--- src/rtl/cosim_pkg.sv ---
// ----------------------------------------------------------------------------
// cosim_pkg
// Shared widths, types and state codes for the cosine similarity block.
// ----------------------------------------------------------------------------
package cosim_pkg;

  localparam int ElemW  = 16;
  localparam int AbW    = 42;
  localparam int SqW    = 41;
  localparam int RootW  = 35;
  localparam int RadW   = 2 * RootW;
  localparam int RemW   = RootW + 2;
  localparam int ProdW  = 2 * RootW;
  localparam int NumW   = AbW + 43;
  localparam int QW     = 16;
  localparam int MulLoW = 18;

  typedef struct packed {
    logic signed [AbW-1:0] ab;
    logic [SqW-1:0]        aa;
    logic [SqW-1:0]        bb;
  } sums_t;

  typedef struct packed {
    logic push;
    logic pop;
  } fifo_ctl_t;

  typedef enum logic [2:0] {
    ST_IDLE,
    ST_ROOT,
    ST_MUL,
    ST_DIV,
    ST_OUT
  } back_state_e;

endpackage

--- src/rtl/cosim_fifo.sv ---
// ----------------------------------------------------------------------------
// cosim_fifo
// Two-entry queue of finished sums between front and back.
// ----------------------------------------------------------------------------
module cosim_fifo (
  input  logic                   clk_i,
  input  logic                   rst_ni,
  input  cosim_pkg::fifo_ctl_t   ctl_i,
  input  cosim_pkg::sums_t       wdata_i,
  output cosim_pkg::sums_t       rdata_o,
  output logic                   full_o,
  output logic                   empty_o,
  output logic [1:0]             count_o
);
  import cosim_pkg::*;

  sums_t      mem_q [2];
  logic       wr_q, rd_q;
  logic [1:0] cnt_q;

  assign full_o  = cnt_q == 2'd2;
  assign empty_o = cnt_q == 2'd0;
  assign count_o = cnt_q;
  assign rdata_o = mem_q[rd_q];

  always_ff @(posedge clk_i or negedge rst_ni) begin
    if (!rst_ni) begin
      wr_q  <= 1'b0;
      rd_q  <= 1'b0;
      cnt_q <= 2'd0;
    end else begin
      if (ctl_i.push) wr_q <= ~wr_q;
      if (ctl_i.pop) rd_q <= ~rd_q;
      cnt_q <= cnt_q + {1'b0, ctl_i.push} - {1'b0, ctl_i.pop};
    end
  end

  always_ff @(posedge clk_i) begin
    if (ctl_i.push) mem_q[wr_q] <= wdata_i;
  end

endmodule

--- config.mk ---
export PLATFORM = sky130hd
export DESIGN_NAME = cosim_fifo
export DESIGN_NICKNAME = d
export VERILOG_FILES = /design/src/rtl/cosim_pkg.sv /design/src/rtl/cosim_fifo.sv
export SDC_FILE = /design/constraint.sdc
export NUM_CORES = 1
export LEC_CHECK = 0
export ABC_AREA = 1
export BUFFER_PORTS_ARGS = -buffer_cell sky130_fd_sc_hd__buf_2
export CAP_MARGIN = 15
export CORE_ASPECT_RATIO = 1.75
export CORE_UTILIZATION = 53
export CTS_CLUSTER_SIZE = 30
export DETAILED_ROUTE_END_ITERATION = 8
export PLACE_DENSITY = 0.88
export SKIP_CTS_REPAIR_TIMING = 1
export SLEW_MARGIN = 20
export SYNTH_ARGS = -nofsm -noshare
export SYNTH_HDL_FRONTEND = slang
export SYNTH_SLANG_ARGS = --single-unit
--- constraint.sdc ---
create_clock -name clk_i -period 7.8 [get_ports clk_i]
set_input_delay 0.39 -clock clk_i [delete_from_list [all_inputs] [get_ports clk_i]]
set_output_delay 0.39 -clock clk_i [all_outputs]
set_load 0.01 [all_outputs]
==> impl_metrics.env <==
export IMPL_crit_required_ns=7.41
export IMPL_core_area_um2=18000
export IMPL_finalHoldViolCount=0
export IMPL_layout_commonest_cell="buf_2"
export IMPL_antenna_found_initial=11
export IMPL_r2r_start="wr_q"
export IMPL_syn_num_nets=803
export IMPL_whs_ns=0.0823
export IMPL_rsz0062_at_grt="no"
export IMPL_drv_slew=0
export IMPL_worst_setup_path_type="reg2out"
export IMPL_place_gp_congestion=0.782
export IMPL_fin_tns_setup_ns=0
export IMPL_wl_per_cell_um=15.7
export IMPL_drt_first_pass_iters=4
export IMPL_yosysSeqAreaShare_pct=77.5
export IMPL_row_count=65
export IMPL_wl_mm=18.6
export IMPL_syn_area_um2=9740
export IMPL_clkTransAtPathRegs_ns=0.07
export IMPL_max_slew_worst_pin_slew_ns=1.07
export IMPL_grt_usage_pct=19.6
export IMPL_synth_top_cell_area_share_pct=76.5
export IMPL_yosys_top_cells_area="edfxtp_1 76%, o21ai_2 6.3%, inv_1 5.0%, nand2_1 5.0%, o21ai_0 1.9%"
export IMPL_layout_drive_gt1_share_pct=38.9
export IMPL_grt_start_max_net_pins=103
export IMPL_cts_tree="built"
export IMPL_ios=256
export IMPL_finalPower_w=0.00427
export IMPL_first_global_vias=5852
export IMPL_clkLatencyLatePin_ns=0.49
export IMPL_peakVddDrop_v=0.000283
export IMPL_setup_viol=0
export IMPL_r2r_setup_slack_ns=5.42
export IMPL_worstSetupEndpointType="output pin"
export IMPL_cts_buffers=21
export IMPL_vias=5813
export IMPL_die_h_um=181
export IMPL_nets=1059
export IMPL_cts_sinks=252
export IMPL_cts_root_buffer="clkbuf_16"
export IMPL_worstReg2RegEnd="mem_q[1][3]"
export IMPL_crit_arrival_ns=2.81
export IMPL_first_iter_violations=239
export IMPL_start_util_pct=54.2
export IMPL_drt_vias_per_instance=4.90
export IMPL_grt_remaining_overflow=0
export IMPL_drc=0
export IMPL_hold_path_class="in2reg"
export IMPL_cp_max_fo=102
export IMPL_fmax_ghz=0.313
export IMPL_ant_nets=0
export IMPL_min_path_cells=1
export IMPL_timing_final_crit_period_ns=3.20
export IMPL_dieArea_um2=18900
export IMPL_io_buffer_count=255
export IMPL_finalCritPeriodShare_pct=41.0
export IMPL_status="completed"
export IMPL_ys_ff_latch=252
export IMPL_hold_end="mem_q[1][91]"
export IMPL_die_width_um=104
export IMPL_avgSynthCellArea_um2=14.5
export IMPL_cap_viol_max_count=0
export IMPL_holdCritStartpoint="wdata_i[91]"
export IMPL_fillers=1298
export IMPL_cp_start_kind="flip-flop"
export IMPL_htree_levels=1
export IMPL_cts_path_max_buffers=3
export IMPL_most_common_layout_cells="255 x buf_2, 248 x edfxtp_1, 130 x inv_1, 130 x nand2_1, 70 x o21ai_2"
export IMPL_grt_pass1_wl_mm=28.6
export IMPL_fin_skew_ns=0.00905
export IMPL_reg2reg_depth=3
export IMPL_synth_top_cell_by_area="edfxtp_1"
export IMPL_powerDensity_nw_per_um2=361
export IMPL_relSlewSlack_pct=28.8
export IMPL_yosys_warnings=0
export IMPL_p_leak_nw=5.04
export IMPL_synth_cell_types=15
export IMPL_syn_to_final_growth_pct=21.4
export IMPL_hpwl_mm=12.5
export IMPL_netlist_instances=673
## per-layer routing
layer,track usage (%),vias up,part of all wire [%]
li1,-,2814,-
met1,19.3,2723,33
met2,37.1,212,56
met3,4.26,62,5.9
met4,10.9,2,5.0
met5,0,-,0.070
## layout make-up
| type | instances | area (µm²) | area share, % |
|---|---|---|---|
| Clock buffer | 21 | 526 | 4.45 |
| Timing Repair Buffer | 261 | 1320 | 11.2 |
| Antenna cell | 10 | 25.0 | 0.212 |
| Multi-Input combinational cell | 262 | 1440 | 12.2 |
| Sequential cell | 252 | 7550 | 63.9 |
| Inverter | 131 | 494 | 4.18 |
| Tap cell | 234 | 293 | 2.48 |
| Clock inverter | 16 | 169 | 1.43 |
## kinds of logic after synthesis
family	after synthesis	share of synthesized area, %
adder cells (fa/ha/maj)	2	0.257
XOR/XNOR	2	0.180
AO/OA/AOI/OAI	124	9.07
flip-flops	252	77.5
AND/OR/NAND/NOR	134	5.18
buffers and inverters	159	7.82
## worst max-delay path, stage by stage (launching register included)
cell and delay (ns):
dfrtp_4 0.89, buf_4 0.87, o21ai_0 0.27, buf_2 0.20
## where the power goes
part           total (W)  internal [W]  switching (W)
registers        0.00192       0.00180       0.000116
logic            0.00130      0.000453       0.000851
clock network    0.00105      0.000596       0.000454
## worst max path at each step
stage	slack, ns	end	start	cells after the start
3_5_place_dp	5.06	rdata_o[20]	rd_q	3
4_1_cts	4.53	rdata_o[96]	rd_q	4
3_3_place_gp	5.07	rdata_o[20]	rd_q	3
6_report	4.60	rdata_o[18]	rd_q	3
2_1_floorplan	1.57	mem_q[0][0]	ctl_i[1]	2
5_1_grt	4.31	rdata_o[21]	rd_q	4
## stage by stage
stage | utilization, % | worst slack, ns | instance area [µm²] | instances
floorplan | - | 1.57 | 9740 | 673
global placement | 61.7 | 5.07 | 11100 | 1139
detailed placement | 61.7 | 5.06 | 11100 | 1139
CTS | 65.6 | 4.53 | 11800 | 1176
global route | 65.7 | 4.31 | 11800 | 1186
finish | 65.8 | 4.60 | 11800 | 1187
## sequential cells by signal, indices dropped and copies added (netlist names)
name     cells
count_o      2
mem_q      248
wr_q         1
rd_q         1
## synthesized netlist by cell type (all sizes together)
master and number:
clkbuf 3, nand2 130, buf 25, nor2 3
edfxtp 248, xor2 2, dfrtp 4, inv 131
o21ai 124, nand3 1, ha 2
Note: power is estimated with default switching activity, not from simulation.
