File: src/rtl/cosim_pkg.sv
// ----------------------------------------------------------------------------
// cosim_pkg
// Shared widths, types and state codes for the cosine similarity block.
// ----------------------------------------------------------------------------
package cosim_pkg;

  localparam int ElemW  = 16;
  localparam int AbW    = 42;
  localparam int SqW    = 41;
  localparam int RootW  = 35;
  localparam int RadW   = 2 * RootW;
  localparam int RemW   = RootW + 2;
  localparam int ProdW  = 2 * RootW;
  localparam int NumW   = AbW + 43;
  localparam int QW     = 16;
  localparam int MulLoW = 18;

  typedef struct packed {
    logic signed [AbW-1:0] ab;
    logic [SqW-1:0]        aa;
    logic [SqW-1:0]        bb;
  } sums_t;

  typedef struct packed {
    logic push;
    logic pop;
  } fifo_ctl_t;

  typedef enum logic [2:0] {
    ST_IDLE,
    ST_ROOT,
    ST_MUL,
    ST_DIV,
    ST_OUT
  } back_state_e;

endpackage

File: src/rtl/cosim_front.sv
// ----------------------------------------------------------------------------
// cosim_front
// Takes element pairs, forms products, keeps saturating running sums and
// hands the sums of a finished vector pair to the queue.
// ----------------------------------------------------------------------------
module cosim_front (
  input  logic                                clk_i,
  input  logic                                rst_ni,
  input  logic                                in_valid_i,
  output logic                                in_stall_o,
  input  logic signed [cosim_pkg::ElemW-1:0]  a_elem_i,
  input  logic signed [cosim_pkg::ElemW-1:0]  b_elem_i,
  input  logic                                last_i,
  input  logic                                full_i,
  output logic                                push_o,
  output cosim_pkg::sums_t                    sums_o
);
  import cosim_pkg::*;

  logic                           s1_valid_q, s1_last_q;
  logic signed [2*ElemW-1:0]      pab_q, paa_q, pbb_q;
  logic signed [AbW-1:0]          ab_q, ab_d;
  logic [SqW-1:0]                 aa_q, aa_d, bb_q, bb_d;
  logic signed [AbW:0]            ab_sum;
  logic [SqW:0]                   aa_sum, bb_sum;
  logic                           blocked;

  assign blocked    = s1_valid_q & s1_last_q & full_i;
  assign in_stall_o = blocked;
  assign push_o     = s1_valid_q & s1_last_q & ~full_i;

  always_comb begin
    ab_sum = {ab_q[AbW-1], ab_q} + {{(AbW+1-2*ElemW){pab_q[2*ElemW-1]}}, pab_q};
    aa_sum = {1'b0, aa_q} + {{(SqW+1-2*ElemW+1){1'b0}}, paa_q[2*ElemW-2:0]};
    bb_sum = {1'b0, bb_q} + {{(SqW+1-2*ElemW+1){1'b0}}, pbb_q[2*ElemW-2:0]};
    if (ab_sum[AbW] != ab_sum[AbW-1]) begin
      ab_d = ab_sum[AbW] ? {1'b1, {(AbW-1){1'b0}}} : {1'b0, {(AbW-1){1'b1}}};
    end else begin
      ab_d = ab_sum[AbW-1:0];
    end
    aa_d = aa_sum[SqW] ? {SqW{1'b1}} : aa_sum[SqW-1:0];
    bb_d = bb_sum[SqW] ? {SqW{1'b1}} : bb_sum[SqW-1:0];
  end

  assign sums_o = '{ab: ab_d, aa: aa_d, bb: bb_d};

  always_ff @(posedge clk_i or negedge rst_ni) begin
    if (!rst_ni) begin
      s1_valid_q <= 1'b0;
      s1_last_q  <= 1'b0;
      ab_q       <= '0;
      aa_q       <= '0;
      bb_q       <= '0;
    end else if (!blocked) begin
      s1_valid_q <= in_valid_i;
      s1_last_q  <= last_i;
      if (s1_valid_q) begin
        if (s1_last_q) begin
          ab_q <= '0;
          aa_q <= '0;
          bb_q <= '0;
        end else begin
          ab_q <= ab_d;
          aa_q <= aa_d;
          bb_q <= bb_d;
        end
      end
    end
  end

  always_ff @(posedge clk_i) begin
    if (!blocked) begin
      pab_q <= a_elem_i * b_elem_i;
      paa_q <= a_elem_i * a_elem_i;
      pbb_q <= b_elem_i * b_elem_i;
    end
  end

endmodule

File: config.mk
export PLATFORM = sky130hd
export DESIGN_NAME = cosim_front
export DESIGN_NICKNAME = d
export VERILOG_FILES = /design/src/rtl/cosim_pkg.sv /design/src/rtl/cosim_front.sv
export SDC_FILE = /design/constraint.sdc
export NUM_CORES = 2
export LEC_CHECK = 0
export BUFFER_PORTS_ARGS = -buffer_cell sky130_fd_sc_hd__buf_2
export CAP_MARGIN = 20
export CORE_MARGIN = 2
export CORE_UTILIZATION = 25
export DETAILED_ROUTE_END_ITERATION = 7
export PLACE_DENSITY = 0.39
export REMOVE_ABC_BUFFERS = 1
export SETUP_SLACK_MARGIN = 0.4
export SLEW_MARGIN = 20
export SYNTH_ARGS = -nofsm -noshare
export SYNTH_HDL_FRONTEND = slang
export SYNTH_SLANG_ARGS = --single-unit
File: constraint.sdc
create_clock -name clk_i -period 9.65 [get_ports clk_i]
set_input_delay 2.895 -clock clk_i [delete_from_list [all_inputs] [get_ports clk_i]]
set_output_delay 2.895 -clock clk_i [all_outputs]
set_load 0.01 [all_outputs]
==> results.json <==
{
  "rows": 148,
  "finish.net_count": 5721,
  "cp_data_arrival_time_ns": 9.21,
  "status": "finished clean",
  "slew_violations": 0,
  "avgRoutedWirePerCell_um": 17.4,
  "post_synth_inst_count": 4458,
  "synth_sequential_area_ratio": 0.144,
  "drt-initial-drc-count": 1495,
  "fillers": 17576,
  "ctsRootBufferMaster": "sky130_fd_sc_hd__clkbuf_16",
  "regArea_um2": 5920,
  "finalWorstPathRequiredPeriod_ns": 8.80,
  "design.core.area_um2": 163000,
  "cts-root-to-sink-buffers": 3,
  "area_occupied_by_multi_input_gates_um2": 30900,
  "clock_tree.htree_level_count": 1,
  "die_x_um": 409,
  "leading_cell_types_in_the_layout_fill_and_taps_excluded": "966 x sky130_fd_sc_hd__inv_1, 720 x sky130_fd_sc_hd__fa_1, 449 x sky130_fd_sc_hd__nand2_1",
  "post_route_cells_drive_above_1_share": 0.0819,
  "worst_setup_hold_path_clk_slew_ns": 0.06,
  "postSynthRegisterBits": 218,
  "die_height_um": 409,
  "average_cell_area_after_synthesis_um2": 9.21,
  "global_route_wire_length_before_repair_mm": 191,
  "antenna_found_initial": 15,
  "slew-limit-headroom": 0.396,
  "path_max_fanout": 15,
  "yosysWarningCount": 0,
  "crit_required_ns": 10.06,
  "layout_worst_path_cycle_share": 0.912,
  "synth_ff_type": "sky130_fd_sc_hd__dfrtp_1",
  "endpoint_kind": "flop",
  "cts_num_sinks": 218,
  "setup_repair_after_global_routing_missed_its_margin": "no",
  "post-cts-setup-buffers": 0,
  "ant_nets": 0,
  "via_count_of_the_first_global_routing_pass": 33278,
  "cts_hold_buffers": 0,
  "number_of_enable_flip_flop_cells_after_synthesis": 92,
  "finalWorstSetupSlack_ns": 0.848,
  "drv.max_cap_violation_count": 0,
  "area_delta_synth_final_pct": 11.7,
  "netlist_area_um2": 41100,
  "placement.io_buffers": 162,
  "fin_area_um2": 45900,
  "detailed_place_hpwl_mm": 98.0,
  "routabilityCongestion": 0.809,
  "numPlacedInstances": 6745,
  "clock_buffer_count_from_cts": 31,
  "worstSetupStartpointType": "primary input",
  "hp-class": "flop to flop",
  "route.final.wire_length_mm": 119,
  "die_footprint_um2": 168000,
  "drt-pass1-iter-count": 5,
  "max_freq_mhz": 114,
  "dr_total_vias": 30009,
  "initial_core_util": 0.252,
  "finalNonFillerCells": 6806,
  "synth_async_sr_flop_share": 0.578,
  "crit_type": "primary input to flop",
  "vias_per_cell": 4.41,
  "timing.hold.ws_ns": 0.483,
  "report.final.hold_viol_count": 0,
  "fin_worst_skew_ns": 0.0210,
  "clock_latency_ns": 0.63,
  "worst_slew_pin_slew_ns": 0.905,
  "place_area_um2": 44900,
  "post_cts_resize_count": 0,
  "post_place_setup_slack_ns": -0.0694,
  "global_route.usage.total": 0.145,
  "cts_tree": "yes",
  "layout.cells.most_common": "sky130_fd_sc_hd__inv_1",
  "synth_cell_types": 89,
  "io-pin-count": 163,
  "grt_max_degree": 91,
  "setup_viol": 0,
  "drt_drc_violations_left": 0,
  "grt_remaining_overflow": 0
}
-- per-layer routing --
metal / vias up / global-route usage / wire, um
met5: - / 0 / 77
met4: 12 / 0.0207 / 1530
met3: 72 / 0.0146 / 3880
met2: 363 / 0.254 / 58500
met1: 15224 / 0.195 / 54600
li1: 14338 / - / -
-- stage by stage --
stage / util / setup TNS, ns
3_3_place_gp: 0.276 / -0.111
6_report: 0.282 / 0
5_1_grt: 0.282 / 0
2_1_floorplan: - / -1.94
4_1_cts: 0.282 / 0
3_5_place_dp: 0.276 / -0.0694
-- synthesized netlist by cell type (35+ instances only) --
library cell	n	area [um2]
sky130_fd_sc_hd__xor2_1	61	534
sky130_fd_sc_hd__xnor2_1	150	1310
sky130_fd_sc_hd__fa_1	720	14400
sky130_fd_sc_hd__and2_1	157	982
sky130_fd_sc_hd__a22o_1	75	657
sky130_fd_sc_hd__dfrtp_1	126	3150
sky130_fd_sc_hd__inv_1	966	3630
sky130_fd_sc_hd__nor3_1	35	175
sky130_fd_sc_hd__nand3_1	40	200
sky130_fd_sc_hd__edfxtp_1	92	2760
sky130_fd_sc_hd__nand2_1	450	1690
sky130_fd_sc_hd__clkbuf_1	148	556
sky130_fd_sc_hd__nor2_1	234	878
sky130_fd_sc_hd__o21ai_0	114	571
sky130_fd_sc_hd__a21o_1	95	713
sky130_fd_sc_hd__ha_1	361	4520
sky130_fd_sc_hd__a21oi_1	183	916
-- worst paths after layout --
path	startpoint	to	slack [ns]	cells past startpoint
worst min-delay path	ab_q[0]$_DFFE_PN0P_	ab_q[0]$_DFFE_PN0P_	0.48	2
worst max-delay path	a_elem_i[12]	paa_q[30]$_DFFE_PN_	0.85	21
max in group asynchronous	rst_ni	bb_q[30]$_DFFE_PN0P_	6.28	2
worst min register to register	ab_q[0]$_DFFE_PN0P_	ab_q[0]$_DFFE_PN0P_	0.48	2
min in group asynchronous	rst_ni	aa_q[1]$_DFFE_PN0P_	2.17	1
worst max register to register	ab_q[0]$_DFFE_PN0P_	ab_q[27]$_DFFE_PN0P_	5.10	13
-- cell families after synthesis --
kind of cell	share of synthesized area
AO/OA/AOI/OAI	0.116
XOR/XNOR	0.0450
adder cells (fa/ha/maj)	0.467
buffers and inverters	0.105
flip-flops	0.144
multiplexers	0.00259
AND/OR/NAND/NOR	0.119
-- critical path, cell delays in order --
cell	delay, ns
sky130_fd_sc_hd__buf_2	0.44
sky130_fd_sc_hd__inv_1	0.25
sky130_fd_sc_hd__nor2_1	0.26
sky130_fd_sc_hd__ha_1	0.29
sky130_fd_sc_hd__xor2_1	0.19
sky130_fd_sc_hd__fa_1	0.53
sky130_fd_sc_hd__fa_1	0.52
sky130_fd_sc_hd__inv_1	0.05
sky130_fd_sc_hd__fa_1	0.50
sky130_fd_sc_hd__fa_1	0.49
sky130_fd_sc_hd__inv_1	0.05
sky130_fd_sc_hd__fa_1	0.49
sky130_fd_sc_hd__inv_1	0.05
sky130_fd_sc_hd__ha_1	0.41
sky130_fd_sc_hd__and3_1	0.18
sky130_fd_sc_hd__nand3_1	0.20
sky130_fd_sc_hd__nor4_2	0.42
sky130_fd_sc_hd__or2_2	0.24
sky130_fd_sc_hd__a41oi_1	0.19
sky130_fd_sc_hd__o21a_1	0.23
sky130_fd_sc_hd__a211oi_1	0.31
-- final cells by class --
class	count	share of cell area
Tap cell	2175	0.0593
Antenna cell	3	0.000164
Clock inverter	11	0.00210
Inverter	973	0.0796
Multi-Input combinational cell	3098	0.673
Sequential cell	218	0.129
Timing Repair Buffer	281	0.0381
Clock buffer	47	0.0191
-- state kept, by name (all words and copies together) (netlist names) --
name        count
s1_valid_q      1
s1_last_q       1
paa_q          30
pbb_q          30
bb_q           41
pab_q          32
aa_q           41
ab_q           42
Power is not shown: default switching activity piles up to over one toggle a cycle in this logic, so the estimate is an artifact.
