==> config.mk <==
export PLATFORM = sky130hd
export DESIGN_NAME = cosim_back
export DESIGN_NICKNAME = d
export VERILOG_FILES = /design/src/rtl/cosim_pkg.sv /design/src/rtl/cosim_back.sv
export SDC_FILE = /design/constraint.sdc
export NUM_CORES = 2
export LEC_CHECK = 0
export BUFFER_PORTS_ARGS = -buffer_cell sky130_fd_sc_hd__buf_4
export CAP_MARGIN = 10
export CORE_MARGIN = 4
export CORE_UTILIZATION = 30
export CTS_BUF_LIST = sky130_fd_sc_hd__clkbuf_8
export CTS_CLUSTER_SIZE = 10
export DETAILED_ROUTE_END_ITERATION = 7
export GPL_ROUTABILITY_DRIVEN = 0
export PLACE_DENSITY_LB_ADDON = 0.1
export SYNTH_ARGS = -nofsm -noshare
export SYNTH_HDL_FRONTEND = slang
export SYNTH_SLANG_ARGS = --single-unit
export TNS_END_PERCENT = 5
==> constraint.sdc <==
create_clock -name clk_i -period 16.4 [get_ports clk_i]
set_input_delay 1.64 -clock clk_i [delete_from_list [all_inputs] [get_ports clk_i]]
set_output_delay 1.64 -clock clk_i [all_outputs]
set_load 0.005 [all_outputs]
==> src/rtl/cosim_pkg.sv <==
// ----------------------------------------------------------------------------
// cosim_pkg
// Shared widths, types and state codes for the cosine similarity block.
// ----------------------------------------------------------------------------
package cosim_pkg;

  localparam int ElemW  = 16;
  localparam int AbW    = 42;
  localparam int SqW    = 41;
  localparam int RootW  = 35;
  localparam int RadW   = 2 * RootW;
  localparam int RemW   = RootW + 2;
  localparam int ProdW  = 2 * RootW;
  localparam int NumW   = AbW + 43;
  localparam int QW     = 16;
  localparam int MulLoW = 18;

  typedef struct packed {
    logic signed [AbW-1:0] ab;
    logic [SqW-1:0]        aa;
    logic [SqW-1:0]        bb;
  } sums_t;

  typedef struct packed {
    logic push;
    logic pop;
  } fifo_ctl_t;

  typedef enum logic [2:0] {
    ST_IDLE,
    ST_ROOT,
    ST_MUL,
    ST_DIV,
    ST_OUT
  } back_state_e;

endpackage

==> src/rtl/cosim_back.sv <==
// ----------------------------------------------------------------------------
// cosim_back
// Per vector pair: two digit-serial roots, a two-pass norm product and a
// restoring divide, then a held output register.
// ----------------------------------------------------------------------------
module cosim_back (
  input  logic                                clk_i,
  input  logic                                rst_ni,
  input  logic                                empty_i,
  input  cosim_pkg::sums_t                    sums_i,
  output logic                                pop_o,
  output logic                                out_valid_o,
  input  logic                                out_stall_i,
  output logic signed [cosim_pkg::QW-1:0]     cosine_o,
  output logic                                zero_norm_o
);
  import cosim_pkg::*;

  back_state_e           st_q, st_d;
  logic [5:0]            cnt_q, cnt_d;
  logic                  neg_q;
  logic [RadW-1:0]       rada_q, radb_q;
  logic [RemW-1:0]       rema_q, remb_q;
  logic [RootW-1:0]      roota_q, rootb_q;
  logic [ProdW-1:0]      prod_q;
  logic [NumW-1:0]       num_q, dsh_q;
  logic [QW-1:0]         q_q;
  logic signed [QW-1:0]  cos_q;
  logic                  zero_q;
  logic                  load, root_step, mul_step, div_step, fin;
  logic [RemW+1:0]       ta, tb, tra, trb;
  logic                  gea, geb, gediv;
  logic [RootW+MulLoW-1:0] pp;
  logic [QW-1:0]         res;

  always_comb begin
    ta  = {rema_q, rada_q[RadW-1 -: 2]};
    tb  = {remb_q, radb_q[RadW-1 -: 2]};
    tra = {1'b0, roota_q, 2'b01};
    trb = {1'b0, rootb_q, 2'b01};
    gea = ta >= tra;
    geb = tb >= trb;
    pp  = roota_q * (cnt_q[0] ? {1'b0, rootb_q[RootW-1:MulLoW]}
                              : rootb_q[MulLoW-1:0]);
    gediv = num_q >= dsh_q;
    if (neg_q) res = QW'(0) - q_q;
    else       res = q_q[QW-1] ? {1'b0, {(QW-1){1'b1}}} : q_q;
  end

  always_comb begin
    st_d = st_q;
    cnt_d = cnt_q;
    load = 1'b0;
    root_step = 1'b0;
    mul_step = 1'b0;
    div_step = 1'b0;
    fin = 1'b0;
    unique case (st_q)
      ST_IDLE: begin
        if (!empty_i) begin
          load = 1'b1;
          cnt_d = 6'(RootW - 1);
          st_d = (sums_i.aa == '0 || sums_i.bb == '0) ? ST_OUT : ST_ROOT;
        end
      end
      ST_ROOT: begin
        root_step = 1'b1;
        cnt_d = cnt_q - 6'd1;
        if (cnt_q == '0) begin
          st_d = ST_MUL;
          cnt_d = '0;
        end
      end
      ST_MUL: begin
        mul_step = 1'b1;
        cnt_d = cnt_q + 6'd1;
        if (cnt_q[0]) begin
          st_d = ST_DIV;
          cnt_d = 6'(QW - 1);
        end
      end
      ST_DIV: begin
        div_step = 1'b1;
        cnt_d = cnt_q - 6'd1;
        if ((cnt_q == 6'(QW - 1) && gediv) || cnt_q == '0) begin
          st_d = ST_OUT;
          fin = 1'b1;
        end
      end
      ST_OUT: begin
        if (!out_stall_i) st_d = ST_IDLE;
      end
      default: st_d = ST_IDLE;
    endcase
  end

  assign pop_o       = load;
  assign out_valid_o = st_q == ST_OUT;
  assign cosine_o    = cos_q;
  assign zero_norm_o = zero_q;

  always_ff @(posedge clk_i or negedge rst_ni) begin
    if (!rst_ni) begin
      st_q  <= ST_IDLE;
      cnt_q <= '0;
    end else begin
      st_q  <= st_d;
      cnt_q <= cnt_d;
    end
  end

  always_ff @(posedge clk_i) begin
    if (load) begin
      neg_q   <= sums_i.ab[AbW-1];
      num_q   <= {(sums_i.ab[AbW-1] ? -sums_i.ab : sums_i.ab), 43'd0};
      rada_q  <= {1'b0, sums_i.aa, 28'd0};
      radb_q  <= {1'b0, sums_i.bb, 28'd0};
      rema_q  <= '0;
      remb_q  <= '0;
      roota_q <= '0;
      rootb_q <= '0;
      prod_q  <= '0;
      q_q     <= '0;
      zero_q  <= (sums_i.aa == '0 || sums_i.bb == '0);
      cos_q   <= '0;
    end
    if (root_step) begin
      rada_q  <= {rada_q[RadW-3:0], 2'b00};
      radb_q  <= {radb_q[RadW-3:0], 2'b00};
      rema_q  <= gea ? RemW'(ta - tra) : ta[RemW-1:0];
      remb_q  <= geb ? RemW'(tb - trb) : tb[RemW-1:0];
      roota_q <= {roota_q[RootW-2:0], gea};
      rootb_q <= {rootb_q[RootW-2:0], geb};
    end
    if (mul_step) begin
      if (cnt_q[0]) begin
        prod_q <= prod_q + {pp[ProdW-MulLoW-1:0], {MulLoW{1'b0}}};
        dsh_q  <= {prod_q + {pp[ProdW-MulLoW-1:0], {MulLoW{1'b0}}}, 15'd0};
      end else begin
        prod_q <= ProdW'(pp);
      end
    end
    if (div_step) begin
      dsh_q <= {1'b0, dsh_q[NumW-1:1]};
      if (gediv) begin
        if (cnt_q == 6'(QW - 1)) q_q <= {1'b1, {(QW-1){1'b0}}};
        else begin
          num_q <= num_q - dsh_q;
          q_q[cnt_q[3:0]] <= 1'b1;
        end
      end
    end
    if (fin) begin
      if (gediv && cnt_q == 6'(QW - 1))
        cos_q <= neg_q ? {1'b1, {(QW-1){1'b0}}} : {1'b0, {(QW-1){1'b1}}};
      else if (gediv) begin
        if (neg_q) cos_q <= QW'(0) - (q_q | QW'(1));
        else       cos_q <= q_q | QW'(1);
      end else begin
        cos_q <= res;
      end
    end
  end

endmodule

==> impl_metrics.env <==
export IMPL_cts_sinks=511
export IMPL_synth_async_reset_ratio_pct=1.76
export IMPL_hold_buffers=0
export IMPL_finalCritPeriodShare_pct=66.3
export IMPL_wl_per_cell_um=19.8
export IMPL_synthSimpleGateAreaFrac_pct=16.8
export IMPL_ys_warn_count=0
export IMPL_root_buffer="clkbuf_8"
export IMPL_r2r_start="roota_q[6]"
export IMPL_crit_arrival_ns=11.45
export IMPL_status="finished clean"
export IMPL_synth_edf_count=400
export IMPL_hold_path_class="register to register"
export IMPL_drc=0
export IMPL_die_area_mm2=0.185
export IMPL_post_synth_inst_count=6190
export IMPL_worst_slew_pin_slew_ns=1.13
export IMPL_die_h_um=430
export IMPL_syn_nets=7195
export IMPL_rows=154
export IMPL_fin_crit_ns=10.88
export IMPL_grtUsageTotal_pct=18.2
export IMPL_rrSetupSlack_ns=5.52
export IMPL_dr_first_iter_drc_count=2322
export IMPL_end_kind="register"
export IMPL_fp_dieW_um=430
export IMPL_hold_violations=0
export IMPL_hpwl_um=129000
export IMPL_cp_required_ns=16.98
export IMPL_slowest_stage="edfxtp_1"
export IMPL_slew_viol_final=0
export IMPL_worstSkewPairLatency_ns=0.85
export IMPL_drt_wl_total_um=170000
export IMPL_post_cts_resized=0
export IMPL_synth_compound_area_share_pct=14.4
export IMPL_max_slew_margin_rel_pct=24.8
export IMPL_synth_top_family_by_area="adder cells"
export IMPL_rsz0062_at_grt="no"
export IMPL_grt_pass1_vias=44100
export IMPL_setup_viol=0
export IMPL_vias=42600
export IMPL_syn_avg_cell_area_um2=8.63
export IMPL_drive_gt1_share_pct=6.46
export IMPL_ys_ff_latch=511
export IMPL_path_class="register to register"
export IMPL_synth_xor_area_share_pct=4.58
export IMPL_clk_path_buf_depth=3
export IMPL_cp_common_cell="fa_1"
export IMPL_initial_core_util_pct=30.3
export IMPL_fin_hold_ws_ns=0.461
export IMPL_synth_top_cell_area_share_pct=22.5
export IMPL_core_mm2=0.176
export IMPL_synth_area_leaders="edfxtp_1 (22%), fa_1 (20%), ha_1 (8.1%), nand2_1 (7.3%), inv_1 (6.1%)"
export IMPL_viasPerCell=4.94
export IMPL_grt_pass1_wl_um=264000
export IMPL_synthesis_area_mm2=0.0534
export IMPL_startpoint="roota_q[6]"
export IMPL_tns_ns=0
export IMPL_fmax_ghz=0.0919
export IMPL_cp_slowest_stage_delay_ns=0.86
export IMPL_num_io_pins=147
export IMPL_clock_skew_final_ns=0.0602
export IMPL_min_from="num_q[36]"
export IMPL_yosys_area_top_type="edfxtp_1"
export IMPL_clkTransAtPathRegs_ns=0.06
export IMPL_first_pass_iters=5
export IMPL_synth_fa_ha_area_share_pct=28.0
export IMPL_portBuffers=146
export IMPL_synthMuxAreaShare_pct=1.18
export IMPL_synth_yosys_seq_area_share_pct=26.7
export IMPL_syn2layout_area_growth_pct=10.3
export IMPL_synth_main_ff_cell="edfxtp_1"
export IMPL_cts_buffers=102
export IMPL_grt_overflow=0
export IMPL_crit_path_max_fanout=13
export IMPL_antenna_found_initial=1
export IMPL_cts_setup_buffers=0
export IMPL_cts_tree="yes"
export IMPL_htree_levels=3
export IMPL_grt_max_degree=93
export IMPL_ys_types=87
export IMPL_layout_nets=7207
export IMPL_cp_start_kind="register"
export IMPL_cap_violations=0
export IMPL_drtAntennaViolNets=0
## final timing paths
kind | end | depth (start not counted)
max | dsh_q[83] | 28
min | num_q[36] | 2
max reg2reg | dsh_q[83] | 28
min reg2reg | num_q[36] | 2
max in group asynchronous | cnt_q[0] | 1
min in group asynchronous | cnt_q[1] | 1
## routing by layer
metal  up-vias  routed length, um  track usage (%)
met5         -                  0                0
met4         0               4030             4.55
met3       197               6910             2.50
met2       799              79900             30.2
met1     21100              79600             24.9
li1      20600                  -                -
## stage by stage
stage          setup slack [ns]  cells  utilization, %  instance area, um^2
6_report                   5.52   8629            33.4                58900
3_3_place_gp               5.57   8437            32.2                56900
4_1_cts                    5.46   8627            33.4                58900
5_1_grt                    4.92   8629            33.4                58900
2_1_floorplan              6.92   6190               -                53400
3_5_place_dp               5.45   8438            32.2                56900
## flip-flops by register name (all words and copies together) (netlist names)
name         flops
remb_q          37
q_q             16
dsh_q           85
st_q             3
rema_q          37
prod_q          70
rootb_q         35
cosine_o        16
cnt_q            6
num_q           85
neg_q            1
roota_q         35
radb_q          42
rada_q          42
zero_norm_o      1
## critical path, delay by kind of cell (launching register included)
family                   cells  cell delay [ns]
XOR/XNOR                     2             0.57
AO/OA/AOI/OAI                9             2.71
adder cells (fa/ha/maj)      8             4.16
flip-flops                   1             0.86
buffers and inverters        3             0.79
AND/OR/NAND/NOR              6             1.53
## cells by family after synthesis
kind of cell	after synthesis
AOI/OAI and AO/OA	1225
xor gates and xnor gates	279
adders and majority gates	877
buffers and inverters	1179
DFF	511
muxes	63
and+or+nand+nor	2056
## synth_stat cells (all sizes together) (73+ instances only)
| master | instances |
|---|---|
| a21oi | 332 |
| and2 | 97 |
| nor3 | 73 |
| a21o | 165 |
| nand2 | 1042 |
| nor2 | 477 |
| xor2 | 131 |
| edfxtp | 400 |
| inv | 869 |
| o21ai | 343 |
| clkbuf | 252 |
| fa | 530 |
| dfxtp | 102 |
| nand3 | 114 |
| ha | 347 |
| xnor2 | 148 |
## area by class of cell
cell class / count / area (um^2)
Tap cell: 2340 / 2930
Antenna cell: 2 / 5.00
Sequential cell: 511 / 14300
Clock inverter: 80 / 508
Fill cell: 18900 / 118000
Inverter: 882 / 3310
Clock buffer: 109 / 1500
Multi-Input combinational cell: 4500 / 34800
Timing Repair Buffer: 205 / 1540
## layout by cell type (no fill, tap or decap), types with 10 or more instances in the layout
cell / synthesis / layout
o21bai_1: 48 / 48
a21oi_1: 332 / 332
clkbuf_8: 0 / 109
a211oi_1: 30 / 30
buf_4: 8 / 204
inv_1: 868 / 906
nand4_1: 62 / 62
and4_1: 10 / 10
nor2b_1: 41 / 41
a32oi_1: 10 / 10
fa_1: 530 / 530
edfxtp_1: 400 / 400
o21ai_2: 4 / 13
xnor2_1: 148 / 148
nor4_1: 30 / 30
a211o_1: 13 / 13
and2_1: 97 / 95
o21ai_0: 315 / 313
or4_1: 10 / 10
o21a_1: 30 / 30
o21ai_1: 24 / 14
xor2_1: 131 / 131
o41ai_1: 13 / 12
clkinv_1: 13 / 33
nand3_1: 114 / 113
a31oi_1: 41 / 41
nand2b_1: 20 / 19
o211ai_1: 57 / 57
a221oi_1: 12 / 12
dfxtp_1: 102 / 102
nand2_1: 1041 / 1035
or3_1: 16 / 16
nor3_1: 72 / 71
ha_1: 347 / 347
mux2i_1: 62 / 62
and3_1: 37 / 37
a21o_1: 165 / 165
o31ai_1: 32 / 32
nor2_1: 476 / 475
Power is left out: the tool's default activity adds up to more than one toggle a clock period on the data nets, which glitch-free logic cannot reach.
